**config.mk**
```make
export PLATFORM = sky130hd
export DESIGN_NAME = decimal_digit_range_counter
export DESIGN_NICKNAME = d
export VERILOG_FILES = /design/src/hdl/ddrc_pkg.sv /design/src/hdl/decimal_digit_range_counter.sv /design/src/hdl/ddrc_front.sv /design/src/hdl/ddrc_fifo.sv /design/src/hdl/ddrc_back.sv
export VERILOG_INCLUDE_DIRS = /design/src /design/src/hdl
export SDC_FILE = /design/constraint.sdc
export NUM_CORES = 2
export LEC_CHECK = 0
export ABC_AREA = 0
export BUFFER_PORTS_ARGS = -buffer_cell sky130_fd_sc_hd__buf_2
export CORE_MARGIN = 2
export CORE_UTILIZATION = 59
export DETAILED_ROUTE_END_ITERATION = 8
export HOLD_SLACK_MARGIN = 0.05
export PLACE_DENSITY = 0.83
export SKIP_LAST_GASP = 1
export SYNTH_ARGS = -nofsm -noshare
export SYNTH_HDL_FRONTEND = slang
export SYNTH_SLANG_ARGS = --single-unit
```
**constraint.sdc**
```tcl
create_clock -name clk -period 8.31 [get_ports clk]
set_input_delay 0.4155 -clock clk [delete_from_list [all_inputs] [get_ports clk]]
set_output_delay 0.4155 -clock clk [all_outputs]
set_load 0.02 [all_outputs]
```
**src/hdl/decimal_digit_range_counter_macros.svh**
```systemverilog
// Assertion macros shared by the digit range counter modules.
`ifndef DECIMAL_DIGIT_RANGE_COUNTER_MACROS_SVH
`define DECIMAL_DIGIT_RANGE_COUNTER_MACROS_SVH

// Same-cycle implication, disabled while reset is asserted.
`define DDRC_ASSERT_IMP(lbl, ck, rst_n, ante, cons, msg) \
	lbl: assert property (@(posedge ck) disable iff (!rst_n) (ante) |-> (cons)) \
		else $error(msg);

// Next-cycle implication, disabled while reset is asserted.
`define DDRC_ASSERT_NXT(lbl, ck, rst_n, ante, cons, msg) \
	lbl: assert property (@(posedge ck) disable iff (!rst_n) (ante) |=> (cons)) \
		else $error(msg);

`endif

```
**src/hdl/ddrc_pkg.sv**
```systemverilog
// Shared types, widths and the power-of-ten table for the digit range counter.
package ddrc_pkg;

	localparam int unsigned IN_W           = 27;
	localparam int unsigned DIG_W          = 4;
	localparam int unsigned OCC_W          = 30;
	localparam int unsigned CNT_W          = 32;
	localparam int unsigned NDIG_CAP       = 9;   // a 27-bit operand never needs more digits
	localparam int unsigned BCD_W          = NDIG_CAP * DIG_W;
	localparam int unsigned POS_W          = 4;
	localparam int unsigned RADIX          = 10;
	localparam int unsigned NUM_DIGITS     = RADIX;
	localparam int unsigned MAX_DIGITS_DEF = 8;
	localparam int unsigned FIFO_DEPTH_DEF = 2;

	typedef logic [IN_W-1:0]            val_t;
	typedef logic [DIG_W-1:0]           dig_t;
	typedef logic [CNT_W-1:0]           cnt_t;
	typedef dig_t [NDIG_CAP-1:0]        bcd_t;

	// One classified range, handed from front to back.
	typedef struct packed {
		val_t hi;
		val_t lo_m1;
		bcd_t hi_bcd;
		bcd_t lo_bcd;
		logic bad;
	} job_t;

	function automatic cnt_t pow10(input logic [POS_W-1:0] p);
		cnt_t r;
		case (p)
			4'd0:    r = 32'd1;
			4'd1:    r = 32'd10;
			4'd2:    r = 32'd100;
			4'd3:    r = 32'd1000;
			4'd4:    r = 32'd10000;
			4'd5:    r = 32'd100000;
			4'd6:    r = 32'd1000000;
			4'd7:    r = 32'd10000000;
			4'd8:    r = 32'd100000000;
			4'd9:    r = 32'd1000000000;
			default: r = '0;
		endcase
		return r;
	endfunction

endpackage

```
**src/hdl/decimal_digit_range_counter.sv**
```systemverilog
// Decimal digit range counter: per-digit occurrence counts over low..high.
// Front: a capture step, then one shift-and-add-3 step per operand bit.
// Back: a walk over every position of high, then of low-1, a pipeline drain, then ten results at one per pop.
// The front can take and convert a new range while the back is still counting the last one.
// Reset: arst_n low idles both halves and empties the job queue; in-flight items are dropped.
module decimal_digit_range_counter #(
	parameter int unsigned MAX_DIGITS = ddrc_pkg::MAX_DIGITS_DEF,
	parameter int unsigned FIFO_DEPTH = ddrc_pkg::FIFO_DEPTH_DEF
) (
	input  logic                         clk,
	input  logic                         arst_n,
	input  logic                         push,
	output logic                         full,
	input  logic [ddrc_pkg::IN_W-1:0]    range_low,
	input  logic [ddrc_pkg::IN_W-1:0]    range_high,
	output logic                         empty,
	input  logic                         pop,
	output logic [ddrc_pkg::DIG_W-1:0]   digit,
	output logic [ddrc_pkg::OCC_W-1:0]   occurrences,
	output logic                         bad_range,
	output logic                         last_digit
);
	import ddrc_pkg::*;

	// Front -> queue: clamped bounds, high and low-1, in both binary and BCD,
	// plus the empty-range flag.
	job_t job_in, job_head;
	logic job_push, job_full;
	logic job_pop, job_empty;

	// Clamp to 10^MAX_DIGITS - 1, lift a zero low bound to 1, flag low > high,
	// then convert high and low-1 to BCD one bit per cycle.
	ddrc_front #(
		.MAX_DIGITS (MAX_DIGITS)
	) u_front (
		.clk        (clk),
		.arst_n     (arst_n),
		.push       (push),
		.full       (full),
		.range_low  (range_low),
		.range_high (range_high),
		.job_push   (job_push),
		.job_full   (job_full),
		.job        (job_in)
	);

	// Lets the front convert the next item while the back is still counting
	// or its results wait to be popped.
	ddrc_fifo #(
		.DEPTH (FIFO_DEPTH)
	) u_fifo (
		.clk     (clk),
		.arst_n  (arst_n),
		.push    (job_push),
		.wr_data (job_in),
		.full    (job_full),
		.pop     (job_pop),
		.rd_data (job_head),
		.empty   (job_empty)
	);

	// Walks the decimal positions from the most significant down, first for
	// high then for low-1, adding or subtracting each position's share into
	// ten per-digit accumulators, then offers the ten counts in digit order.
	// An empty range reports zero counts with the error flag set.
	ddrc_back #(
		.MAX_DIGITS (MAX_DIGITS)
	) u_back (
		.clk         (clk),
		.arst_n      (arst_n),
		.job         (job_head),
		.job_empty   (job_empty),
		.job_pop     (job_pop),
		.empty       (empty),
		.pop         (pop),
		.digit       (digit),
		.occurrences (occurrences),
		.bad_range   (bad_range),
		.last_digit  (last_digit)
	);

endmodule

```
**src/hdl/ddrc_front.sv**
```systemverilog
// Front end: takes a range, clamps and checks it, converts high and low-1 to BCD.
module ddrc_front #(
	parameter int unsigned MAX_DIGITS = ddrc_pkg::MAX_DIGITS_DEF
) (
	input  logic             clk,
	input  logic             arst_n,
	input  logic             push,
	output logic             full,
	input  ddrc_pkg::val_t   range_low,
	input  ddrc_pkg::val_t   range_high,
	output logic             job_push,
	input  logic             job_full,
	output ddrc_pkg::job_t   job
);
	import ddrc_pkg::*;

	localparam int unsigned NDIG      = (MAX_DIGITS < NDIG_CAP) ? MAX_DIGITS : NDIG_CAP;
	localparam cnt_t        TOP_WIDE  = pow10(POS_W'(NDIG)) - 32'd1;
	localparam val_t        TOP       = (NDIG < NDIG_CAP) ? TOP_WIDE[IN_W-1:0] : '1;
	localparam int unsigned STEP_W    = $clog2(IN_W);
	localparam logic [STEP_W-1:0] LAST_STEP = STEP_W'(IN_W - 1);

	localparam logic [1:0] F_IDLE = 2'd0;
	localparam logic [1:0] F_CONV = 2'd1;
	localparam logic [1:0] F_HOLD = 2'd2;

	logic [1:0]        state_q;
	logic [STEP_W-1:0] step_q;
	val_t              hi_q, lo_q, hi_sh_q, lo_sh_q;
	bcd_t              hi_bcd_q, lo_bcd_q;
	logic              bad_q;

	val_t lo_sat, hi_sat, lo_adj, lo_m1;
	logic bad;
	logic take;

	// shift-and-add-3: adjust each digit, then shift one binary bit in
	function automatic bcd_t dd_step(input bcd_t b, input logic in_bit);
		bcd_t             a;
		logic [BCD_W:0]   t;
		for (int i = 0; i < NDIG_CAP; i++) begin
			a[i] = (b[i] >= DIG_W'(5)) ? b[i] + DIG_W'(3) : b[i];
		end
		t = {a, in_bit};
		return t[BCD_W-1:0];
	endfunction

	assign lo_sat = (range_low  > TOP) ? TOP : range_low;
	assign hi_sat = (range_high > TOP) ? TOP : range_high;
	assign lo_adj = (lo_sat == '0) ? IN_W'(1) : lo_sat;
	assign bad    = lo_adj > hi_sat;
	assign lo_m1  = lo_adj - IN_W'(1);

	assign full     = (state_q != F_IDLE);
	assign take     = (state_q == F_IDLE) && push;
	assign job_push = (state_q == F_HOLD);

	assign job.hi     = hi_q;
	assign job.lo_m1  = lo_q;
	assign job.hi_bcd = hi_bcd_q;
	assign job.lo_bcd = lo_bcd_q;
	assign job.bad    = bad_q;

	always_ff @(posedge clk or negedge arst_n) begin
		if (!arst_n) begin
			state_q <= F_IDLE;
			step_q  <= '0;
		end else begin
			case (state_q)
				F_IDLE: begin
					if (push) begin
						state_q <= F_CONV;
						step_q  <= '0;
					end
				end
				F_CONV: begin
					if (step_q == LAST_STEP) begin
						state_q <= F_HOLD;
					end else begin
						step_q <= step_q + 1'b1;
					end
				end
				F_HOLD: begin
					if (!job_full) begin
						state_q <= F_IDLE;
					end
				end
				default: state_q <= F_IDLE;
			endcase
		end
	end

	always_ff @(posedge clk) begin
		if (take) begin
			hi_q     <= hi_sat;
			lo_q     <= lo_m1;
			bad_q    <= bad;
			hi_sh_q  <= hi_sat;
			lo_sh_q  <= lo_m1;
			hi_bcd_q <= '0;
			lo_bcd_q <= '0;
		end else if (state_q == F_CONV) begin
			hi_bcd_q <= dd_step(hi_bcd_q, hi_sh_q[IN_W-1]);
			lo_bcd_q <= dd_step(lo_bcd_q, lo_sh_q[IN_W-1]);
			hi_sh_q  <= {hi_sh_q[IN_W-2:0], 1'b0};
			lo_sh_q  <= {lo_sh_q[IN_W-2:0], 1'b0};
		end
	end

endmodule

```
**src/hdl/ddrc_fifo.sv**
```systemverilog
// Short job queue between the front and back ends.
`include "decimal_digit_range_counter_macros.svh"

module ddrc_fifo #(
	parameter int unsigned DEPTH = ddrc_pkg::FIFO_DEPTH_DEF
) (
	input  logic           clk,
	input  logic           arst_n,
	input  logic           push,
	input  ddrc_pkg::job_t wr_data,
	output logic           full,
	input  logic           pop,
	output ddrc_pkg::job_t rd_data,
	output logic           empty
);
	import ddrc_pkg::*;

	localparam int unsigned PTR_W  = (DEPTH > 1) ? $clog2(DEPTH) : 1;
	localparam int unsigned FILL_W = $clog2(DEPTH + 1);
	localparam logic [PTR_W-1:0]  PTR_LAST = PTR_W'(DEPTH - 1);
	localparam logic [FILL_W-1:0] FILL_MAX = FILL_W'(DEPTH);

	job_t              mem_q [DEPTH];
	logic [PTR_W-1:0]  wr_ptr_q, rd_ptr_q;
	logic [FILL_W-1:0] fill_q;
	logic              wr_ok, rd_ok;

	assign wr_ok   = push && !full;
	assign rd_ok   = pop && !empty;
	assign full    = (fill_q == FILL_MAX);
	assign empty   = (fill_q == '0);
	assign rd_data = mem_q[rd_ptr_q];

	always_ff @(posedge clk or negedge arst_n) begin
		if (!arst_n) begin
			wr_ptr_q <= '0;
			rd_ptr_q <= '0;
			fill_q   <= '0;
		end else begin
			if (wr_ok) begin
				wr_ptr_q <= (wr_ptr_q == PTR_LAST) ? '0 : wr_ptr_q + 1'b1;
			end
			if (rd_ok) begin
				rd_ptr_q <= (rd_ptr_q == PTR_LAST) ? '0 : rd_ptr_q + 1'b1;
			end
			case ({wr_ok, rd_ok})
				2'b10:   fill_q <= fill_q + 1'b1;
				2'b01:   fill_q <= fill_q - 1'b1;
				default: fill_q <= fill_q;
			endcase
		end
	end

	always_ff @(posedge clk) begin
		if (wr_ok) begin
			mem_q[wr_ptr_q] <= wr_data;
		end
	end

	`DDRC_ASSERT_IMP(a_fill_bound, clk, arst_n, 1'b1, fill_q <= FILL_MAX, "fifo overfilled")
	`DDRC_ASSERT_NXT(a_push_grows, clk, arst_n, wr_ok && !rd_ok, fill_q == $past(fill_q) + 1'b1, "fifo fill did not grow on push")
	`DDRC_ASSERT_NXT(a_pop_frees, clk, arst_n, rd_ok && !wr_ok, !full, "fifo still full after pop")

endmodule

```
**src/hdl/ddrc_back.sv**
```systemverilog
// Back end: per-position digit counting over both bounds, then ten results.
`include "decimal_digit_range_counter_macros.svh"

module ddrc_back #(
	parameter int unsigned MAX_DIGITS = ddrc_pkg::MAX_DIGITS_DEF
) (
	input  logic                         clk,
	input  logic                         arst_n,
	input  ddrc_pkg::job_t               job,
	input  logic                         job_empty,
	output logic                         job_pop,
	output logic                         empty,
	input  logic                         pop,
	output logic [ddrc_pkg::DIG_W-1:0]   digit,
	output logic [ddrc_pkg::OCC_W-1:0]   occurrences,
	output logic                         bad_range,
	output logic                         last_digit
);
	import ddrc_pkg::*;

	localparam int unsigned NDIG = (MAX_DIGITS < NDIG_CAP) ? MAX_DIGITS : NDIG_CAP;
	localparam logic [POS_W-1:0] POS_TOP  = POS_W'(NDIG - 1);
	localparam dig_t             DIG_LAST = DIG_W'(NUM_DIGITS - 1);

	localparam logic [1:0] B_IDLE  = 2'd0;
	localparam logic [1:0] B_RUN   = 2'd1;
	localparam logic [1:0] B_DRAIN = 2'd2;
	localparam logic [1:0] B_EMIT  = 2'd3;

	logic [1:0]       state_q;
	logic [POS_W-1:0] pos_q;
	logic             sel_q;      // 0: upper bound, 1: lower bound minus one
	dig_t             dig_q;
	val_t             as_q;       // above * 10^pos
	val_t             rem_q;      // n mod 10^(pos+1)
	logic             bad_q;

	logic vld_s1, neg_s1;
	dig_t cur_s1;
	val_t as_s1, s_s1, below_s1;

	logic vld_s2, neg_s2, nz_s2;
	dig_t cur_s2;
	cnt_t v0_s2, v1_s2, v2_s2, v3_s2;

	cnt_t acc_q [NUM_DIGITS];
	cnt_t term  [NUM_DIGITS];

	dig_t cur_d;
	cnt_t pow_cur, pow_nxt, prod_cur, prod_nxt;
	val_t below, as_next;
	logic start;
	cnt_t as_w, s_w, below_w;

	assign start   = (state_q == B_IDLE) && !job_empty;
	assign job_pop = (state_q == B_RUN) && sel_q && (pos_q == '0);

	assign cur_d    = sel_q ? job.lo_bcd[pos_q] : job.hi_bcd[pos_q];
	assign pow_cur  = pow10(pos_q);
	assign pow_nxt  = pow10(pos_q - 1'b1);
	assign prod_cur = CNT_W'(cur_d) * pow_cur;
	assign prod_nxt = CNT_W'(cur_d) * pow_nxt;
	assign below    = rem_q - prod_cur[IN_W-1:0];
	assign as_next  = as_q + prod_nxt[IN_W-1:0];

	assign as_w    = CNT_W'(as_s1);
	assign s_w     = CNT_W'(s_s1);
	assign below_w = CNT_W'(below_s1);

	// per-digit contribution of one position
	always_comb begin
		for (int d = 0; d < NUM_DIGITS; d++) begin
			if (d == 0) begin
				term[d] = !nz_s2 ? '0 : ((cur_s2 != '0) ? v0_s2 : v3_s2);
			end else if (cur_s2 > DIG_W'(d)) begin
				term[d] = v1_s2;
			end else if (cur_s2 == DIG_W'(d)) begin
				term[d] = v2_s2;
			end else begin
				term[d] = v0_s2;
			end
		end
	end

	always_ff @(posedge clk or negedge arst_n) begin
		if (!arst_n) begin
			state_q <= B_IDLE;
			pos_q   <= '0;
			sel_q   <= 1'b0;
			dig_q   <= '0;
			vld_s1  <= 1'b0;
			vld_s2  <= 1'b0;
		end else begin
			vld_s1 <= (state_q == B_RUN);
			vld_s2 <= vld_s1;
			case (state_q)
				B_IDLE: begin
					if (!job_empty) begin
						state_q <= B_RUN;
						pos_q   <= POS_TOP;
						sel_q   <= 1'b0;
					end
				end
				B_RUN: begin
					if (pos_q == '0) begin
						if (sel_q) begin
							state_q <= B_DRAIN;
						end else begin
							sel_q <= 1'b1;
							pos_q <= POS_TOP;
						end
					end else begin
						pos_q <= pos_q - 1'b1;
					end
				end
				B_DRAIN: begin
					if (!vld_s1 && !vld_s2) begin
						state_q <= B_EMIT;
						dig_q   <= '0;
					end
				end
				B_EMIT: begin
					if (pop) begin
						if (dig_q == DIG_LAST) begin
							state_q <= B_IDLE;
						end else begin
							dig_q <= dig_q + 1'b1;
						end
					end
				end
				default: state_q <= B_IDLE;
			endcase
		end
	end

	always_ff @(posedge clk) begin
		if (start) begin
			as_q  <= '0;
			rem_q <= job.hi;
		end else if (state_q == B_RUN) begin
			if (pos_q == '0) begin
				as_q  <= '0;
				rem_q <= job.lo_m1;
			end else begin
				as_q  <= as_next;
				rem_q <= below;
			end
			if (job_pop) begin
				bad_q <= job.bad;
			end
		end

		as_s1    <= as_q;
		s_s1     <= pow_cur[IN_W-1:0];
		below_s1 <= below;
		cur_s1   <= cur_d;
		neg_s1   <= sel_q;

		v0_s2  <= as_w;
		v1_s2  <= as_w + s_w;
		v2_s2  <= as_w + below_w + CNT_W'(1);
		v3_s2  <= as_w + below_w + CNT_W'(1) - s_w;
		nz_s2  <= (as_s1 != '0);
		cur_s2 <= cur_s1;
		neg_s2 <= neg_s1;

		if (start) begin
			for (int d = 0; d < NUM_DIGITS; d++) begin
				acc_q[d] <= '0;
			end
		end else if (vld_s2) begin
			for (int d = 0; d < NUM_DIGITS; d++) begin
				acc_q[d] <= neg_s2 ? acc_q[d] - term[d] : acc_q[d] + term[d];
			end
		end
	end

	assign empty       = (state_q != B_EMIT);
	assign digit       = dig_q;
	assign occurrences = bad_q ? '0 : acc_q[dig_q][OCC_W-1:0];
	assign bad_range   = bad_q;
	assign last_digit  = (dig_q == DIG_LAST);

	`DDRC_ASSERT_IMP(a_pop_has_job, clk, arst_n, job_pop, !job_empty, "job popped from empty queue")
	`DDRC_ASSERT_NXT(a_last_ends_run, clk, arst_n, pop && !empty && last_digit, empty, "results continue past digit nine")
	`DDRC_ASSERT_IMP(a_emit_drained, clk, arst_n, state_q == B_EMIT, !vld_s1 && !vld_s2, "results shown before pipeline drained")

endmodule

```
==> summary.md <==
| Metric | Value |
|---|---|
| Final nets | `9133` |
| RR Endpoint | `u_back.as_q[26]$_SDFFE_PP0P_` |
| Ys async rst share | `2.36%` |
| Share of cells above drive strength 1 | `7.16%` |
| RSZ-0062 raised after global routing | `no` |
| First-pass GRT wire length | `362000 um` |
| Port Buffer Count | `95` |
| Sequential-to-total area share from yosys stat | `35.3%` |
| Critical R2R Launch | `u_back.pos_q[0]$_DFFE_PN0P_` |
| Drt first-iter violations | `7443` |
| Fin crit period | `7.68 ns` |
| H-tree depth | `3` |
| Root Driver | `clkbuf_16` |
| Hold Path Depth | `3` |
| Hold Vio Cnt, Final | `0` |
| Hold Crit Start | `range_high[8]` |
| Clock transition at path regs | `0.07 ns` |
| R2R cell count | `25` |
| CORE AREA | `131000 um^2` |
| CP Capture Type | `register` |
| Worst endpoint data arrival time | `8.31 ns` |
| TritonCTS clock tree | `built` |
| Initial Util | `59.3%` |
| Slowest stage delay, CP | `0.94 ns` |
| Reg area | `27400 um^2` |
| Vias in the first global route | `65100` |
| GRT Util Overall | `34.1%` |
| R2R Setup Slk | `0.63 ns` |
| CP Launch Type | `register` |
| Max-slew violations | `0` |
| Most common cell after layout, fill and taps aside | `nor2_1` |
| CP max stage cell | `dfrtp_2` |
| CP Class | `register to register` |
| Top FF cell, synth | `edfxtp_1` |
| Final WL | `234000 um` |
| Die area | `134000 um^2` |
| Status | `complete, no violations` |
| Die height | `367 um` |
| Top Ports | `96` |
| Via Count | `66000` |
| Die W | `367 um` |
| Largest delay share family, worst path | `compound AO/OA/AOI/OAI gates` |
| Clk sinks | `1016` |
| Fin crit share | `92.4%` |
| Row count | `133` |
| Final estimated routing congestion in global placement | `0.999` |
| Max-Cap Viols | `0` |
| Most frequent cells in the layout | `nor2_1 (907), a21oi_1 (760), edfxtp_1 (691)` |
| WP data required | `8.94 ns` |
| Fmax | `130 MHz` |
| Post-Synthesis Cells | `8513` |
| Number of buffers and inverters on the critical path | `4` |
| Post-synth EDFFs | `691` |
| Max Root-Sink Buffers | `3` |
| DR pass1 iterations | `6` |
| FILL cells | `10400` |
| Headroom to the max-slew limit | `18.3%` |
| ANT nets after route | `0` |
| Avg Cell Area, Syn | `9.12 um^2` |
| Hold path endpoint | `u_front.hi_q[8]$_DFFE_PP_` |
| Initial antenna violation count | `9` |
| Drt drc | `0` |
| Syn Nets | `9254` |
| Setup tns final | `0 ns` |
| Total number of yosys warnings | `0` |
| Crit path max fanout | `37` |
| Clk_skew | `0.0457 ns` |
| Vias per cell | `6.45` |
| # setup viols final | `0` |
| Num CTS Buffers | `108` |
| Pin count of the biggest net entering global routing | `196` |
| Dpl hpwl | `175000 um` |
| Worst Tran Pin Value | `1.22 ns` |
| Register bit total from synthesis | `1016` |
| Post-Syn Area | `77600 um^2` |
| Area Growth Syn to Fin | `7.60%` |
| Count of cell types in the netlist | `110` |
| Area of the multi-input gates | `46600 um^2` |
| Worst skew pair latency | `0.78 ns` |
| Avg WL per Cell | `22.9 um` |
| Min-Delay Path Class | `input pin to register` |
| GRT overflow | `0` |
## stage by stage
| step | cells | util (%) | cell area, um^2 | setup WS [ns] | hold slack [ns] |
|---|---|---|---|---|---|
| 2_1_floorplan | 8513 | - | 77600 | 1.25 | 0.120 |
| 3_3_place_gp | 10000 | 60.6 | 79400 | 0.855 | 0.320 |
| 3_5_place_dp | 10000 | 60.6 | 79400 | 0.769 | 0.327 |
| 4_1_cts | 10200 | 63.7 | 83500 | 0.746 | 0.0602 |
| 5_1_grt | 10200 | 63.8 | 83500 | 0.161 | 0.0685 |
| 6_report | 10200 | 63.8 | 83500 | 0.630 | 0.0967 |
## flip-flops by register name, indices dropped and copies added, names as in the netlist, 5 cells and up
register / count
u_back.v2_s2: 29
u_front.hi_sh_q: 27
u_front.lo_q: 27
u_back.acc_q: 300
u_front.hi_q: 27
u_fifo.mem_q: 254
u_back.as_s1: 27
u_back.v3_s2: 30
u_back.v0_s2: 27
u_back.v1_s2: 28
u_front.job: 72
u_back.as_q: 27
u_back.below_s1: 27
u_back.rem_q: 27
u_front.step_q: 5
u_back.s_s1: 23
u_front.lo_sh_q: 27
## Yosys cell counts (all sizes together), types with 47 or more instances
cell	number	area share, %
or3	47	0.38
o22ai	57	0.46
a31oi	90	0.73
edfxtp	691	27
a21oi	766	5.0
clkbuf	316	1.5
dfxtp	301	7.8
xor2	300	3.4
buf	125	0.76
o21bai	52	0.50
and3	93	0.75
nand2b	121	0.98
mux4	99	2.9
nor2	912	4.4
o21a	90	0.87
nor3	200	1.3
o21ai	454	2.9
inv	528	2.6
nand2	662	3.2
xnor2	401	4.5
a211oi	94	0.92
nand3	182	1.2
and2	50	0.40
o31ai	48	0.47
fa	155	4.0
nor4	52	0.44
a21o	174	1.7
ha	528	8.5
nor2b	142	1.1
mux2i	243	3.1
## worst reg2reg max path, cell delays in order, from the launching register on
cell and delay, ns:
dfrtp_2 0.94, inv_2 0.29, ha_1 0.33, inv_1 0.09, ha_1 0.34, and2_0 0.29, o21ai_0 0.57, a21boi_0 0.48
nor2_1 0.12, fa_1 0.50, fa_1 0.54, inv_1 0.05, fa_1 0.49, inv_1 0.04, ha_1 0.22, nor3_1 0.33
o21a_1 0.18, o41a_1 0.18, o21ai_0 0.14, a21oi_1 0.41, o31ai_1 0.16, a41o_1 0.28, a21o_1 0.18, a21oi_1 0.16
xnor2_1 0.14, o21ai_1 0.07
## kinds of logic after synthesis
family	share of synthesized area [%]
multiplexers	6.54
adder cells (fa/ha/maj)	12.5
flip-flops	35.3
XOR/XNOR	7.91
AO/OA/AOI/OAI	16.9
buffers and inverters	4.86
AND/OR/NAND/NOR	16.0
## how the worst max path moves through the flow
stage | from | cells past startpoint | to
4_1_cts | u_fifo.rd_ptr_q$_DFFE_PN0P_ | 24 | u_back.rem_q[25]$_DFFE_PP_
6_report | u_back.pos_q[0]$_DFFE_PN0P_ | 25 | u_back.as_q[26]$_SDFFE_PP0P_
2_1_floorplan | u_fifo.rd_ptr_q$_DFFE_PN0P_ | 26 | u_back.as_q[26]$_SDFFE_PP0P_
5_1_grt | u_back.pos_q[0]$_DFFE_PN0P_ | 25 | u_back.as_q[26]$_SDFFE_PP0P_
3_5_place_dp | u_back.pos_q[0]$_DFFE_PN0P_ | 25 | u_back.as_q[26]$_SDFFE_PP0P_
3_3_place_gp | u_fifo.rd_ptr_q$_DFFE_PN0P_ | 23 | u_back.as_q[26]$_SDFFE_PP0P_
## final cells by class
type | instances | area share (%)
clock inverter | 58 | 0.833
antenna | 4 | 0.0120
multi-input combinational | 6527 | 55.8
inverter | 529 | 2.38
tap | 1755 | 2.63
sequential | 1016 | 32.8
timing repair buffer | 210 | 1.74
clock buffer | 142 | 3.78
## metal layers
metal	GRT usage (%)	wire length (um)
met4	18.7	14700
met1	41.2	86200
met3	4.82	19500
met2	58.6	113000
met5	0	10
## what timing repair did
| item | 4_1_cts | 5_1_grt |
|---|---|---|
| gates resized for setup | 0 | 0 |
| hold endpoints to repair | 48 | 0 |
| buffers inserted | 0 | 0 |
| hold buffers | 25 | 0 |
Power is left out: the tool's default activity adds up to more than one toggle a clock period on the data nets, which glitch-free logic cannot reach.
